<file path="src/hdl/pal_pkg.sv">
// ----------------------------------------------------------------------------
// pal_pkg: shared types and constants of the positional array list
// Sizes, request kinds, status codes and the command broadcast to the cells.
// ----------------------------------------------------------------------------
`default_nettype none

package pal_pkg;

	// Storage geometry.
	localparam int DEPTH  = 16;
	localparam int ELEM_W = 8;
	localparam int IDX_W  = $clog2(DEPTH);
	localparam int CNT_W  = $clog2(DEPTH + 1);
	localparam int KIND_W = 3;
	localparam int STAT_W = 2;

	// Request kinds; the two unused codes fall to a default arm.
	typedef enum logic [KIND_W-1:0] {
		KIND_APPEND = 3'd0,
		KIND_INSERT = 3'd1,
		KIND_EDIT   = 3'd2,
		KIND_DELETE = 3'd3,
		KIND_GET    = 3'd4,
		KIND_SEARCH = 3'd5
	} kind_t;

	// Result status codes.
	typedef enum logic [STAT_W-1:0] {
		ST_OK        = 2'd0,
		ST_RANGE     = 2'd1,
		ST_FULL      = 2'd2,
		ST_NOT_FOUND = 2'd3
	} status_t;

	// Operation applied by every cell in the same cycle.
	typedef enum logic [1:0] {
		CELL_HOLD   = 2'd0,
		CELL_WRITE  = 2'd1,
		CELL_INSERT = 2'd2,
		CELL_DELETE = 2'd3
	} cell_op_t;

	// Command broadcast along the row of cells.
	typedef struct packed {
		cell_op_t          op;
		logic [IDX_W-1:0]  pos;
		logic [ELEM_W-1:0] value;
		logic [CNT_W-1:0]  cnt;
	} cell_cmd_t;

endpackage

`default_nettype wire

</file>
<file path="src/hdl/pal_if.sv">
// ----------------------------------------------------------------------------
// pal_if: request and response channels of the positional array list
// Valid/ready channels; a beat moves when valid and ready are both high.
// ----------------------------------------------------------------------------
`default_nettype none

interface pal_req_if;
	logic                           valid;
	logic                           ready;
	logic [pal_pkg::KIND_W-1:0]     kind;
	logic [pal_pkg::IDX_W-1:0]      position;
	logic [pal_pkg::ELEM_W-1:0]     value;

	modport source (output valid, kind, position, value, input ready);
	modport sink   (input valid, kind, position, value, output ready);
endinterface

interface pal_resp_if;
	logic                           valid;
	logic                           ready;
	logic [pal_pkg::STAT_W-1:0]     status;
	logic [pal_pkg::ELEM_W-1:0]     read_value;
	logic [pal_pkg::IDX_W-1:0]      found_index;
	logic [pal_pkg::CNT_W-1:0]      entry_count;
	logic                           is_full;
	logic                           is_empty;

	modport source (output valid, status, read_value, found_index, entry_count,
		is_full, is_empty, input ready);
	modport sink   (input valid, status, read_value, found_index, entry_count,
		is_full, is_empty, output ready);
endinterface

`default_nettype wire

</file>
<file path="src/hdl/positional_array_list.sv">
// ----------------------------------------------------------------------------
// positional_array_list: bounded ordered list with insert, delete and search
// A row of entry cells shifts in parallel; one request is served per beat.
// ----------------------------------------------------------------------------
//
//   Channel   Direction  Contents
//   req       in         kind, position, value
//   resp      out        status, read_value, found_index, entry_count,
//                        is_full, is_empty
//   cfg       in         capacity_limit (write only)
//
// Each request is decided in the cycle it is accepted and its response sits
// in the output register on the next cycle, so one beat per cycle is taken
// while the response side keeps up. The row of cells shifts and compares in
// parallel, which sets that figure. A stalled response holds the request
// side until it is taken. Reset empties the list and sets the capacity to 16.
// ----------------------------------------------------------------------------
`default_nettype none

module positional_array_list (
	input  logic                        clk,
	input  logic                        arst_n,
	pal_req_if.sink                     req,
	pal_resp_if.source                  resp,
	input  logic                        cfg_wr_en,
	input  logic [pal_pkg::CNT_W-1:0]   cfg_wr_data
);
	import pal_pkg::*;

	logic [CNT_W-1:0]  cap_q;
	logic [CNT_W-1:0]  count_q;
	logic [CNT_W-1:0]  cap_eff;
	logic [CNT_W-1:0]  count_nxt;
	logic [CNT_W-1:0]  pos_ext;
	logic              full;
	logic              accept;
	cell_op_t          op;
	cell_cmd_t         cmd;
	status_t           status;
	logic [ELEM_W-1:0] rd;
	logic [IDX_W-1:0]  fidx;
	logic              found;
	logic [ELEM_W-1:0] cell_data [DEPTH];
	logic [DEPTH-1:0]  cell_match;

	logic              out_valid_q;
	status_t           status_q;
	logic [ELEM_W-1:0] rd_q;
	logic [IDX_W-1:0]  fidx_q;
	logic [CNT_W-1:0]  cnt_q;
	logic              full_q;
	logic              empty_q;

	// Accept a request whenever the output register is free or draining.
	assign req.ready = !out_valid_q || resp.ready;
	assign accept    = req.valid && req.ready;

	// Effective capacity: zero counts as one, larger values saturate.
	always_comb begin
		if (cap_q == '0) begin
			cap_eff = CNT_W'(1);
		end else if (cap_q > CNT_W'(DEPTH)) begin
			cap_eff = CNT_W'(DEPTH);
		end else begin
			cap_eff = cap_q;
		end
	end

	assign full    = count_q >= cap_eff;
	assign pos_ext = CNT_W'(req.position);

	// Lowest matching index among the live entries.
	always_comb begin
		found = 1'b0;
		fidx  = '0;
		for (int i = DEPTH - 1; i >= 0; i--) begin
			if (cell_match[i]) begin
				found = 1'b1;
				fidx  = IDX_W'(i);
			end
		end
	end

	// Request decode: status, read data, new count and the cell operation.
	always_comb begin
		op        = CELL_HOLD;
		status    = ST_OK;
		rd        = '0;
		count_nxt = count_q;
		case (kind_t'(req.kind))
			KIND_APPEND: begin
				if (full) begin
					status = ST_FULL;
				end else begin
					op        = CELL_WRITE;
					count_nxt = count_q + CNT_W'(1);
				end
			end
			KIND_INSERT: begin
				if (pos_ext > count_q) begin
					status = ST_RANGE;
				end else if (full) begin
					status = ST_FULL;
				end else begin
					op        = CELL_INSERT;
					count_nxt = count_q + CNT_W'(1);
				end
			end
			KIND_EDIT: begin
				if (pos_ext >= count_q) begin
					status = ST_RANGE;
				end else begin
					op = CELL_WRITE;
				end
			end
			KIND_DELETE: begin
				if (pos_ext >= count_q) begin
					status = ST_RANGE;
				end else begin
					op        = CELL_DELETE;
					count_nxt = count_q - CNT_W'(1);
				end
			end
			KIND_GET: begin
				if (pos_ext >= count_q) begin
					status = ST_RANGE;
				end else begin
					rd = cell_data[req.position];
				end
			end
			KIND_SEARCH: begin
				if (!found) begin
					status = ST_NOT_FOUND;
				end
			end
			default: begin
				status = ST_OK;
			end
		endcase
	end

	// Command to the row; an append writes at the current count.
	always_comb begin
		cmd.op    = accept ? op : CELL_HOLD;
		cmd.pos   = (kind_t'(req.kind) == KIND_APPEND) ? count_q[IDX_W-1:0] : req.position;
		cmd.value = req.value;
		cmd.cnt   = count_q;
	end

	// Row of entry cells, each linked to its lower and upper neighbor.
	for (genvar g = 0; g < DEPTH; g++) begin : g_cell
		logic [ELEM_W-1:0] lo;
		logic [ELEM_W-1:0] hi;

		if (g == 0) begin : g_first
			assign lo = '0;
		end else begin : g_lower
			assign lo = cell_data[g-1];
		end
		if (g == DEPTH - 1) begin : g_last
			assign hi = '0;
		end else begin : g_upper
			assign hi = cell_data[g+1];
		end

		pal_cell u_cell (
			.clk     (clk),
			.idx     (IDX_W'(g)),
			.cmd     (cmd),
			.data_lo (lo),
			.data_hi (hi),
			.data    (cell_data[g]),
			.match   (cell_match[g])
		);
	end

	// Count and capacity registers; a capacity write empties the list.
	always_ff @(posedge clk or negedge arst_n) begin
		if (!arst_n) begin
			count_q <= '0;
			cap_q   <= CNT_W'(DEPTH);
		end else if (cfg_wr_en) begin
			count_q <= '0;
			cap_q   <= cfg_wr_data;
		end else if (accept) begin
			count_q <= count_nxt;
		end
	end

	// Output valid flag.
	always_ff @(posedge clk or negedge arst_n) begin
		if (!arst_n) begin
			out_valid_q <= 1'b0;
		end else if (accept) begin
			out_valid_q <= 1'b1;
		end else if (resp.ready) begin
			out_valid_q <= 1'b0;
		end
	end

	// Output payload register.
	always_ff @(posedge clk) begin
		if (accept) begin
			status_q <= status;
			rd_q     <= rd;
			fidx_q   <= (kind_t'(req.kind) == KIND_SEARCH && found) ? fidx : '0;
			cnt_q    <= count_nxt;
			full_q   <= count_nxt == cap_eff;
			empty_q  <= count_nxt == '0;
		end
	end

	assign resp.valid       = out_valid_q;
	assign resp.status      = status_q;
	assign resp.read_value  = rd_q;
	assign resp.found_index = fidx_q;
	assign resp.entry_count = cnt_q;
	assign resp.is_full     = full_q;
	assign resp.is_empty    = empty_q;

endmodule

`default_nettype wire

</file>
<file path="src/hdl/pal_cell.sv">
// ----------------------------------------------------------------------------
// pal_cell: one entry of the list
// Holds one element, takes it from a neighbor on insert or delete, and
// reports whether it matches the search key while inside the live range.
// ----------------------------------------------------------------------------
`default_nettype none

module pal_cell (
	input  logic                        clk,
	input  logic [pal_pkg::IDX_W-1:0]   idx,
	input  pal_pkg::cell_cmd_t          cmd,
	input  logic [pal_pkg::ELEM_W-1:0]  data_lo,
	input  logic [pal_pkg::ELEM_W-1:0]  data_hi,
	output logic [pal_pkg::ELEM_W-1:0]  data,
	output logic                        match
);
	import pal_pkg::*;

	logic [ELEM_W-1:0] data_q;

	// Entry update: write at the position, or shift with the neighbors.
	always_ff @(posedge clk) begin
		case (cmd.op)
			CELL_WRITE: begin
				if (idx == cmd.pos) begin
					data_q <= cmd.value;
				end
			end
			CELL_INSERT: begin
				if (idx == cmd.pos) begin
					data_q <= cmd.value;
				end else if (idx > cmd.pos) begin
					data_q <= data_lo;
				end
			end
			CELL_DELETE: begin
				if (idx >= cmd.pos) begin
					data_q <= data_hi;
				end
			end
			default: begin
				data_q <= data_q;
			end
		endcase
	end

	// Only entries below the count take part in a search.
	assign match = (data_q == cmd.value) && (CNT_W'(idx) < cmd.cnt);
	assign data  = data_q;

endmodule

`default_nettype wire

</file>
<file path="src/flat_wrapper.sv">
// flat-port wrapper written by rule: the top's interface ports become plain ports
module positional_array_list_flat import pal_pkg::*;
  (clk, arst_n, cfg_wr_en, cfg_wr_data, req_valid, req_kind, req_position, req_value, req_ready, resp_valid, resp_status, resp_read_value, resp_found_index, resp_entry_count, resp_is_full, resp_is_empty, resp_ready);
  pal_req_if req_i ();
  pal_resp_if resp_i ();
  input  logic clk;
  input  logic arst_n;
  input  logic cfg_wr_en;
  input  logic [pal_pkg::CNT_W-1:0] cfg_wr_data;
  input wire logic [$bits(req_i.valid)-1:0] req_valid;
  input wire logic [$bits(req_i.kind)-1:0] req_kind;
  input wire logic [$bits(req_i.position)-1:0] req_position;
  input wire logic [$bits(req_i.value)-1:0] req_value;
  output wire logic [$bits(req_i.ready)-1:0] req_ready;
  output wire logic [$bits(resp_i.valid)-1:0] resp_valid;
  output wire logic [$bits(resp_i.status)-1:0] resp_status;
  output wire logic [$bits(resp_i.read_value)-1:0] resp_read_value;
  output wire logic [$bits(resp_i.found_index)-1:0] resp_found_index;
  output wire logic [$bits(resp_i.entry_count)-1:0] resp_entry_count;
  output wire logic [$bits(resp_i.is_full)-1:0] resp_is_full;
  output wire logic [$bits(resp_i.is_empty)-1:0] resp_is_empty;
  input wire logic [$bits(resp_i.ready)-1:0] resp_ready;
  assign req_i.valid = req_valid;
  assign req_i.kind = req_kind;
  assign req_i.position = req_position;
  assign req_i.value = req_value;
  assign req_ready = req_i.ready;
  assign resp_valid = resp_i.valid;
  assign resp_status = resp_i.status;
  assign resp_read_value = resp_i.read_value;
  assign resp_found_index = resp_i.found_index;
  assign resp_entry_count = resp_i.entry_count;
  assign resp_is_full = resp_i.is_full;
  assign resp_is_empty = resp_i.is_empty;
  assign resp_i.ready = resp_ready;
  positional_array_list u_core (.clk(clk), .arst_n(arst_n), .req(req_i), .resp(resp_i), .cfg_wr_en(cfg_wr_en), .cfg_wr_data(cfg_wr_data));
endmodule
</file>
<file path="config.mk">
export PLATFORM = sky130hd
export DESIGN_NAME = positional_array_list_flat
export DESIGN_NICKNAME = d
export VERILOG_FILES = /design/src/hdl/pal_pkg.sv /design/src/hdl/pal_if.sv /design/src/hdl/positional_array_list.sv /design/src/hdl/pal_cell.sv /design/src/flat_wrapper.sv
export SDC_FILE = /design/constraint.sdc
export NUM_CORES = 1
export LEC_CHECK = 0
export ABC_AREA = 1
export BUFFER_PORTS_ARGS = -buffer_cell sky130_fd_sc_hd__buf_2
export CELL_PAD_IN_SITES_DETAIL_PLACEMENT = 2
export CELL_PAD_IN_SITES_GLOBAL_PLACEMENT = 2
export CORE_MARGIN = 2
export CORE_UTILIZATION = 38
export DETAILED_ROUTE_END_ITERATION = 10
export PLACE_DENSITY = 0.84
export SYNTH_ARGS = -nofsm -noshare
export SYNTH_HDL_FRONTEND = slang
export SYNTH_HIERARCHICAL = 1
export SYNTH_SLANG_ARGS = --single-unit
</file>
<file path="constraint.sdc">
create_clock -name clk -period 13.92 [get_ports clk]
set_input_delay 2.784 -clock clk [delete_from_list [all_inputs] [get_ports clk]]
set_output_delay 2.784 -clock clk [all_outputs]
set_load 0.01 [all_outputs]
</file>
# Yosys cells after proc, flatten, opt, wreduce, memory -nomap -nowiden
# Cells that the tools add are included.
[classes] magnitude_cmp=53 addsub=2 mux=137 n_eq_ne=88 reduce_logical=49 bitwise_logic=3
[ops] operator="2-to-1 mux 8 bit" count=66
[ops] operator="case mux 8 bit (3 select lines)" count=16
[ops] operator="equality test 8 bit" count=16
[ops] operator="!= test 2 bit (second input constant)" count=32
[ops] operator="AND reduction 4 bit" count=16
[ops] operator="!= test 3 bit (second input constant)" count=16
[ops] operator="less-than comparator 4 x 5 -> 1 bit (first input constant)" count=8
[ops] operator="2-to-1 mux 4 bit" count=9
[ops] operator="2-to-1 mux 5 bit" count=7
[ops] operator="binary-select mux 8 bit (select 4 bit)" count=1
[ops] operator="equality test 4 bit (first input constant)" count=8
[ops] operator=">= comparator 4 bit (first input constant)" count=8
[ops] operator="greater-than comparator 4 bit (first input constant)" count=8
[ops] operator="2-to-1 mux 1 bit" count=22
[ops] operator="less-than comparator 3 x 5 -> 1 bit (first input constant)" count=4
[ops] operator="logical AND 1 bit" count=18
[ops] operator="2-to-1 mux 2 bit" count=9
[ops] operator="equality test 3 x 4 -> 1 bit (first input constant)" count=4
[ops] operator=">= comparator 3 x 4 -> 1 bit (first input constant)" count=4
[ops] operator="greater-than comparator 3 x 4 -> 1 bit (first input constant)" count=4
[ops] operator="case mux 2 bit (4 select lines)" count=2
[ops] operator="case mux 5 bit (3 select lines)" count=1
[ops] operator="2-to-1 mux 3 bit" count=4
[ops] operator="zero test 5 bit" count=2
[ops] operator="other kinds (33)" count=47
[word_totals] output_inout_bits=23 elab_cells=360 register_bits=160 input_bits=25

# Longest topological paths before layout
# Gate-level depths: netlist (run 1).
[logic_depth] word_depth=21 mapped_depth=21 ltp_nobuf=21

# Hierarchy
# Netlist (run 1), hierarchy kept.
[modules_own_cells] module="pal_cell" seq_area_each_um2=240.2 cells_each=146 area_per_inst_um2=875.8 instances=16
[modules_own_cells] module="positional_array_list" seq_area_each_um2=907.1 cells_each=518 area_per_inst_um2=3321.9 instances=1

# Worst setup path before layout (run 1)
# OpenSTA, ideal clock, no wires.
[synth_path] path_type="input port to flip-flop" startpoint="input req_position[0]" endpoint="register u_core.g_cell[0].u_cell.data_q[6] (data pin)" required_ps=13773 setup_time_ps=147 path_stages=15 n_path_buf=3 setup_slack_ps=5329 arrival_ps=8444 path_cell_list="buf_2 > inv_2 > buf_2 > buf_2 > ha_1 > nand3_4 > inv_1 > nor2_1 > nand2_1 > a21oi_1 > nand2_1 > inv_2 > nand2_1 > o21ai_0 > o21bai_1"
[synth_lines] element="start: declaration" line="flat_wrapper.sv:12" rtl="input wire logic [$bits(req_i.position)-1:0] req_position;"
[synth_lines] element="end signal: assignment" line="pal_cell.sv:26" rtl="data_q <= cmd.value;"
[synth_lines] element="end signal: assignment" line="pal_cell.sv:31" rtl="data_q <= cmd.value;"
[synth_lines] element="end signal: assignment" line="pal_cell.sv:33" rtl="data_q <= data_lo;"
[synth_lines] element="end: declaration" line="pal_cell.sv:19" rtl="logic [ELEM_W-1:0] data_q;"

==> metrics.yaml, run 1 <==
finalSetupViolCount: 0
fin_crit_ns: 6.679
cts_buffers: 17
grt_max_degree: 67
die_h_um: 217.6
setup.worst_path.start: "req_position[0]"
ios: 48
fmax_mhz: 149.7
final_nets: 3174
drv_cap: 0
synth-seq-cells: 160
hold_buffers: 0
clock_path_buffers: 2
viasPerCell: 5.355
grt_setup_unrepaired: "false"
syn_inst: 2854
worst-setup-path-type: "input pin to register"
final_common_cell: "nand2_1"
fp-row-count: 78
worst_pin_slew_ns: 1.206
antenna_found_initial: 2
initial_core_util_pct: 38.36
clk_latency_ns: 0.51
drv_slew: 0
cp_slowest_cell: "buf_4"
peakVddDrop_mv: 0.07405
cts-root-buf: "clkbuf_16"
fin_crit_sh_pct: 47.98
syn_area_um2: 17340
syn2layout_area_growth_pct: 11.06
synth_largest_area_cell: "edfxtp_1"
ctsResizeCount: 0
drc: 0
grt_pass1_wl_mm: 124.0
drive_gt1_share_pct: 7.141
stdcell_count: 3639
slew_headroom_pct: 19.58
syn_area_per_cell_um2: 6.074
status: "completed"
cts_tree: "built"
power_density_nw_per_um2: 73.46
start_kind: "input pin"
grt_util_all_layers_pct: 34.81
antenna_left: 0
ys_seq_area_share_pct: 27.41
synthTopCellsByArea: "edfxtp_1 26%, nand2_1 22%, inv_1 12%"
post_cts_buffers: 0
vias: 19490
hp-class: "register to register"
die_area_um2: 47340
synth_top_area_share_pct: 25.81
r2r_start: "u_core/count_q[2]$_DFFE_PN0P_"
p_total_uw: 1414
fp.dieW_um: 217.6
first_global_vias: 21070
worst-path-buf-inv: 6
routabilityCongestion: 0.9083
cts.sinks: 160
first_pass_iters: 5
cp_top_family: "buffers and inverters"
path_max_fanout: 66
crit_chain: "buf_2 -> buf_4 -> inv_2 -> ha_1 -> nand3_4 -> inv_1 -> nor2_1 -> nand2_1 -> a21oi_4 -> buf_4 -> nand2_2 -> nand2_1 -> o21ai_1 -> inv_1"
path_depth: 14
fin_skew_ns: 0.01523
hold_viol_final: 0
dp_hpwl_mm: 58.11
rr_worst_depth: 15
endpoint_kind: "register"
yosysWarnings: 6
worstReg2RegEnd: "u_core/g_cell[10].u_cell/data[2]$_DFFE_PP_"
io_buffers: 47
clk_pin_slew_ns: 0.07
drtIter0Drc: 1242
post-place-cells: 3607
reg2reg_slack_ns: 9.66
slowest_delay_ns: 0.91
antenna_cells: 0
layout_common_cells: "1007 x nand2_1, 566 x inv_1, 277 x nand3_1"
fin_tns_setup_ns: 0
h-tree-depth: 4
wirelength_mm: 81.44
core-area_um2: 45190
avgRoutedWirePerCell_um: 22.38
power_leakage_uw: 0.01013
synth_cell_types: 40
arrival_ns: 6.86
cp.required_ns: 14.10
crit_end: "u_core/g_cell[10].u_cell/data[2]$_DFFE_PP_"
min_from: "u_core/cap_q[1]$_DFFE_PN0P_"
grt_overflow: 0
## tightest hold or removal path, stage by stage (launching register included)
cell	delay, ns
dfrtp_1	0.38
inv_1	0.08
o21ai_0	0.07
## worst min-delay path by stage
stage	to	slack, ns	cells after the start
5_1_grt	u_core/resp.valid$_DFFE_PN0P_	0.62	2
6_report	u_core/cap_q[1]$_DFFE_PN0P_	0.57	2
4_1_cts	u_core/cap_q[1]$_DFFE_PN0P_	0.58	2
3_3_place_gp	u_core/resp.valid$_DFFE_PN0P_	0.49	2
2_1_floorplan	u_core/cap_q[0]$_DFFE_PN0P_	0.50	2
3_5_place_dp	u_core/cap_q[1]$_DFFE_PN0P_	0.57	2
## state kept, by name (all words and copies together), names as in the netlist
register and count:
u_core/resp.valid 1, u_core/cap_q 5, u_core/resp.entry_count 5, u_core/resp.status 2, u_core/resp.read_value 8, u_core/count_q 5
u_core/resp.is_full 1, u_core/resp.is_empty 1, u_core/g_cell.u_cell/data 128, u_core/resp.found_index 4
## where the power goes
group | internal (uW) | switching, uW | total, uW
Combinational | 112 | 277 | 390
Clock | 229 | 239 | 468
Sequential | 543 | 13.7 | 557
Total | 885 | 530 | 1410
## cells in the mapped netlist, drive strengths merged
cell type and number:
o21ai 150, o21bai 16, xnor2 16, a311oi 1
nand4 5, or2 2, nor4 2, nor3 7
nand3b 1, buf 22, and3 1, ha 123
clkbuf 20, nand3 283, inv 606, o211ai 1
edfxtp 149, xor2 1, o22ai 21, nand2 1031
dfstp 1, nor2 308, dfrtp 10, a211oi 16
conb 2, a21boi 2, o221ai 8, a21oi 49
## routing by layer
layer / GRT usage [%] / wire, um / vias up
met4: 13.65 / 2793 / 2
met1: 44.23 / 35620 / 9717
met2: 59.39 / 38790 / 525
met5: 0 / 17 / -
li1: - / - / 9078
met3: 5.007 / 4222 / 165
## final cells by class
class | count | area, um2
fill | 5845 | 25930
sequential | 160 | 4751
multi-input combinational | 2172 | 10540
inverter | 606 | 2275
timing repair buffer | 69 | 400.4
clock inverter | 14 | 103.9
clock buffer | 18 | 429.2
tap | 600 | 750.7
## through the flow
step | instance area (um2) | worst slack (ns) | hold WS (ns) | utilization, %
5_1_grt | 19250 | 6.999 | 0.6177 | 42.61
3_3_place_gp | 18720 | 7.165 | 0.4945 | 41.43
3_5_place_dp | 18720 | 6.956 | 0.5662 | 41.43
2_1_floorplan | 17810 | 5.329 | 0.5017 | -
4_1_cts | 19250 | 7.328 | 0.5770 | 42.61
6_report | 19250 | 7.241 | 0.5732 | 42.61
## cells by family (layout without fill, tap and decap cells)
group	count (synthesis)	after routing	share of synthesized area [%]
AOI/OAI and AO/OA	264	264	8.539
xor gates and xnor gates	17	17	0.8589
adders and majority gates	123	123	8.878
buffers and inverters	648	707	14.77
DFF	160	160	27.41
other	2	128	0.04332
and+or+nand+nor	1640	1640	39.51
(Power assumes the default switching activity.)
==> run 2, diff against run 1 <==
--- a/config.mk
+++ b/config.mk
@@ -10,9 +10,9 @@
 export CELL_PAD_IN_SITES_DETAIL_PLACEMENT = 2
 export CELL_PAD_IN_SITES_GLOBAL_PLACEMENT = 2
 export CORE_MARGIN = 2
-export CORE_UTILIZATION = 38
+export CORE_UTILIZATION = 32
 export DETAILED_ROUTE_END_ITERATION = 10
-export PLACE_DENSITY = 0.84
+export PLACE_DENSITY = 0.75
 export SYNTH_ARGS = -nofsm -noshare
 export SYNTH_HDL_FRONTEND = slang
 export SYNTH_HIERARCHICAL = 1
==> constraint.sdc (replaced) <==
create_clock -name clk -period 5.8 [get_ports clk]
set_input_delay 1.16 -clock clk [delete_from_list [all_inputs] [get_ports clk]]
set_output_delay 1.16 -clock clk [all_outputs]
set_load 0.01 [all_outputs]
==> run 2 against run 1 <==
  * Sequential share of layout area down 0.38 points
  * Sequential power rose by 140%
  * Setup slack lost 5.6 ns
  * First-iteration DRC count unchanged
  * Flip-flop and latch count is the same
  * Total power is 140% higher
  * Clock skew grew 0.0012 ns
  * Clock power up 140%
  * Cell count grew 3.0%
  * Largest cell class unchanged
  * Critical path type unchanged
==> metrics.yaml, run 2 (same netlist as run 1, synthesis figures left out) <==
rr_worst_depth: 12  # -3
dp_hpwl_mm: 59.72  # +2.8%
post_cts_buffers: 0  # unchanged
fin_crit_sh_pct: 71.65
wirelength_mm: 79.51  # -2.4%
peakVddDrop_mv: 0.2543  # +240%
grt_util_all_layers_pct: 28.66  # -6.2 points
drv_slew: 0  # unchanged
drtIter0Drc: 1242  # unchanged
largest_reg_flops: 128  # unchanged
cp.required_ns: 5.97  # -8.13 ns
initial_core_util_pct: 32.28  # -6.1 points
antenna_left: 0  # unchanged
die_h_um: 236.8  # +8.8%
grt_pass1_wl_mm: 120.7  # -2.7%
fill_cells: 6791  # +16%
cts_buffers: 17  # unchanged
antenna_cells: 0  # unchanged
core-area_um2: 53710  # +19%
clock_path_buffers: 2  # unchanged
h-tree-depth: 4  # unchanged
fin_crit_ns: 4.156
syn2layout_area_growth_pct: 12.81
ios: 48  # unchanged
setup_ws_ns: 1.644  # -5.597 ns
die_area_um2: 56050  # +18%
grt_setup_unrepaired: "false"
fin_tns_setup_ns: 0  # unchanged
first_global_vias: 20080  # -4.7%
ctsResizeCount: 0  # unchanged
layout_common_cells: "1007 x nand2_1, 566 x inv_1, 277 x nand3_1"
drv_cap: 0  # unchanged
antenna_found_initial: 1  # -1
arrival_ns: 4.33  # -2.53 ns
power_density_nw_per_um2: 173.5  # +140%
avgRoutedWirePerCell_um: 21.21  # -5.2%
io_buffers: 47  # unchanged
place_area_um2: 19020  # +1.6%
path_max_fanout: 11  # -83%
drc: 0  # unchanged
start_kind: "input pin"
cts.sinks: 160  # unchanged
worst_pin_slew_ns: 0.9286  # -0.2778 ns
grt_max_degree: 65  # -3.0%
endpoint_kind: "register"
final_common_cell: "nand2_1"
first_pass_iters: 5  # unchanged
grt_overflow: 0  # unchanged
fmax_mhz: 240.6
slew_headroom_pct: 38.10  # +19 points
hold_ws_ns: 0.5158  # -0.05744 ns
hp-class: "input pin to asynchronous set/reset pin"
fin_area_um2: 19560  # +1.6%
cts_tree: "built"
hold_viol_final: 0  # unchanged
place_ws_ns: 1.152  # -5.804 ns
fp.dieW_um: 236.8  # +8.8%
fp-row-count: 85  # +9.0%
routabilityCongestion: 0.8706  # -4.2%
cts-root-buf: "clkbuf_16"
clk_latency_ns: 0.51  # about the same
vias: 19080  # -2.1%
viasPerCell: 5.088  # -5.0%
worst-setup-path-type: "input pin to register"
clk_pin_slew_ns: 0.08  # about the same
hold_buffers: 0  # unchanged
power_leakage_uw: 0.01024  # +1.1%
fin_skew_ns: 0.01642  # +0.001189 ns
final_nets: 3188  # +0.44%
final_util_pct: 36.41  # -6.2 points
finalSetupViolCount: 0  # unchanged
drive_gt1_share_pct: 7.599  # +0.46 points
status: "completed"
run 2: changes by cell type in the layout (fill, tap and decap cells not counted), sizes merged:
cell	previous run	this run
clkinv	5	3
clkinvlp	4	1
buf	69	83
inv	611	616
run 2: critical path, stage by stage:
cell,delay [ns]
buf_2,0.10
inv_2,0.10
nand2_1,0.10
nor2_2,0.37
inv_1,0.16
o21ai_2,0.69
inv_1,0.11
ha_1,0.33
nand2_1,0.09
nor2_2,0.41
inv_1,0.24
nand2_1,0.11
o21ai_1,0.07
inv_1,0.28
run 2: layer usage:
metal  global-route usage [%]  part of all wire [%]  vias to the layer above
li1                         -                     -                     9099
met1                    38.61                    47                     9524
met2                    48.48                    47                      372
met3                    3.218                   4.0                       81
met4                    7.940                   2.1                        0
met5                        0                     0                        -
run 2: report_power, final:
| group | total [uW] | internal [uW] | switching, uW |
|---|---|---|---|
| clock network | 1130 | 553 | 576 |
| logic | 926 | 281 | 645 |
| registers | 1340 | 1300 | 33.9 |
run 2: through the flow:
| step | power [uW] | instances |
|---|---|---|
| after floorplan | 1936 | 2980 |
| after global placement | 2220 | 3717 |
| after detailed placement | 2272 | 3717 |
| after CTS | 3414 | 3749 |
| after global routing | 3574 | 3749 |
| final | 3392 | 3749 |
run 2: worst paths after layout:
check	start	end	slack, ns
min reg2reg	u_core/resp.valid$_DFFE_PN0P_	u_core/resp.valid$_DFFE_PN0P_	0.54
max reg2reg	u_core/count_q[2]$_DFFE_PN0P_	u_core/g_cell[6].u_cell/data[1]$_DFFE_PP_	1.95
max in group asynchronous	arst_n	u_core/cap_q[4]$_DFFE_PN1P_	5.01
min	arst_n	u_core/count_q[0]$_DFFE_PN0P_	0.52
max	req_kind[0]	u_core/g_cell[15].u_cell/data[1]$_DFFE_PP_	1.64
min in group clk	u_core/resp.valid$_DFFE_PN0P_	u_core/resp.valid$_DFFE_PN0P_	0.54
run 2: final cells by class:
cell class,instances,area (um2),area share [%]
Clock buffer,18,429.2,2.194
Clock inverter,14,102.6,0.5246
Inverter,606,2275,11.63
Multi-Input combinational cell,2172,10540,53.87
Sequential cell,160,4751,24.29
Tap cell,696,870.8,4.453
Timing Repair Buffer,83,593.1,3.033
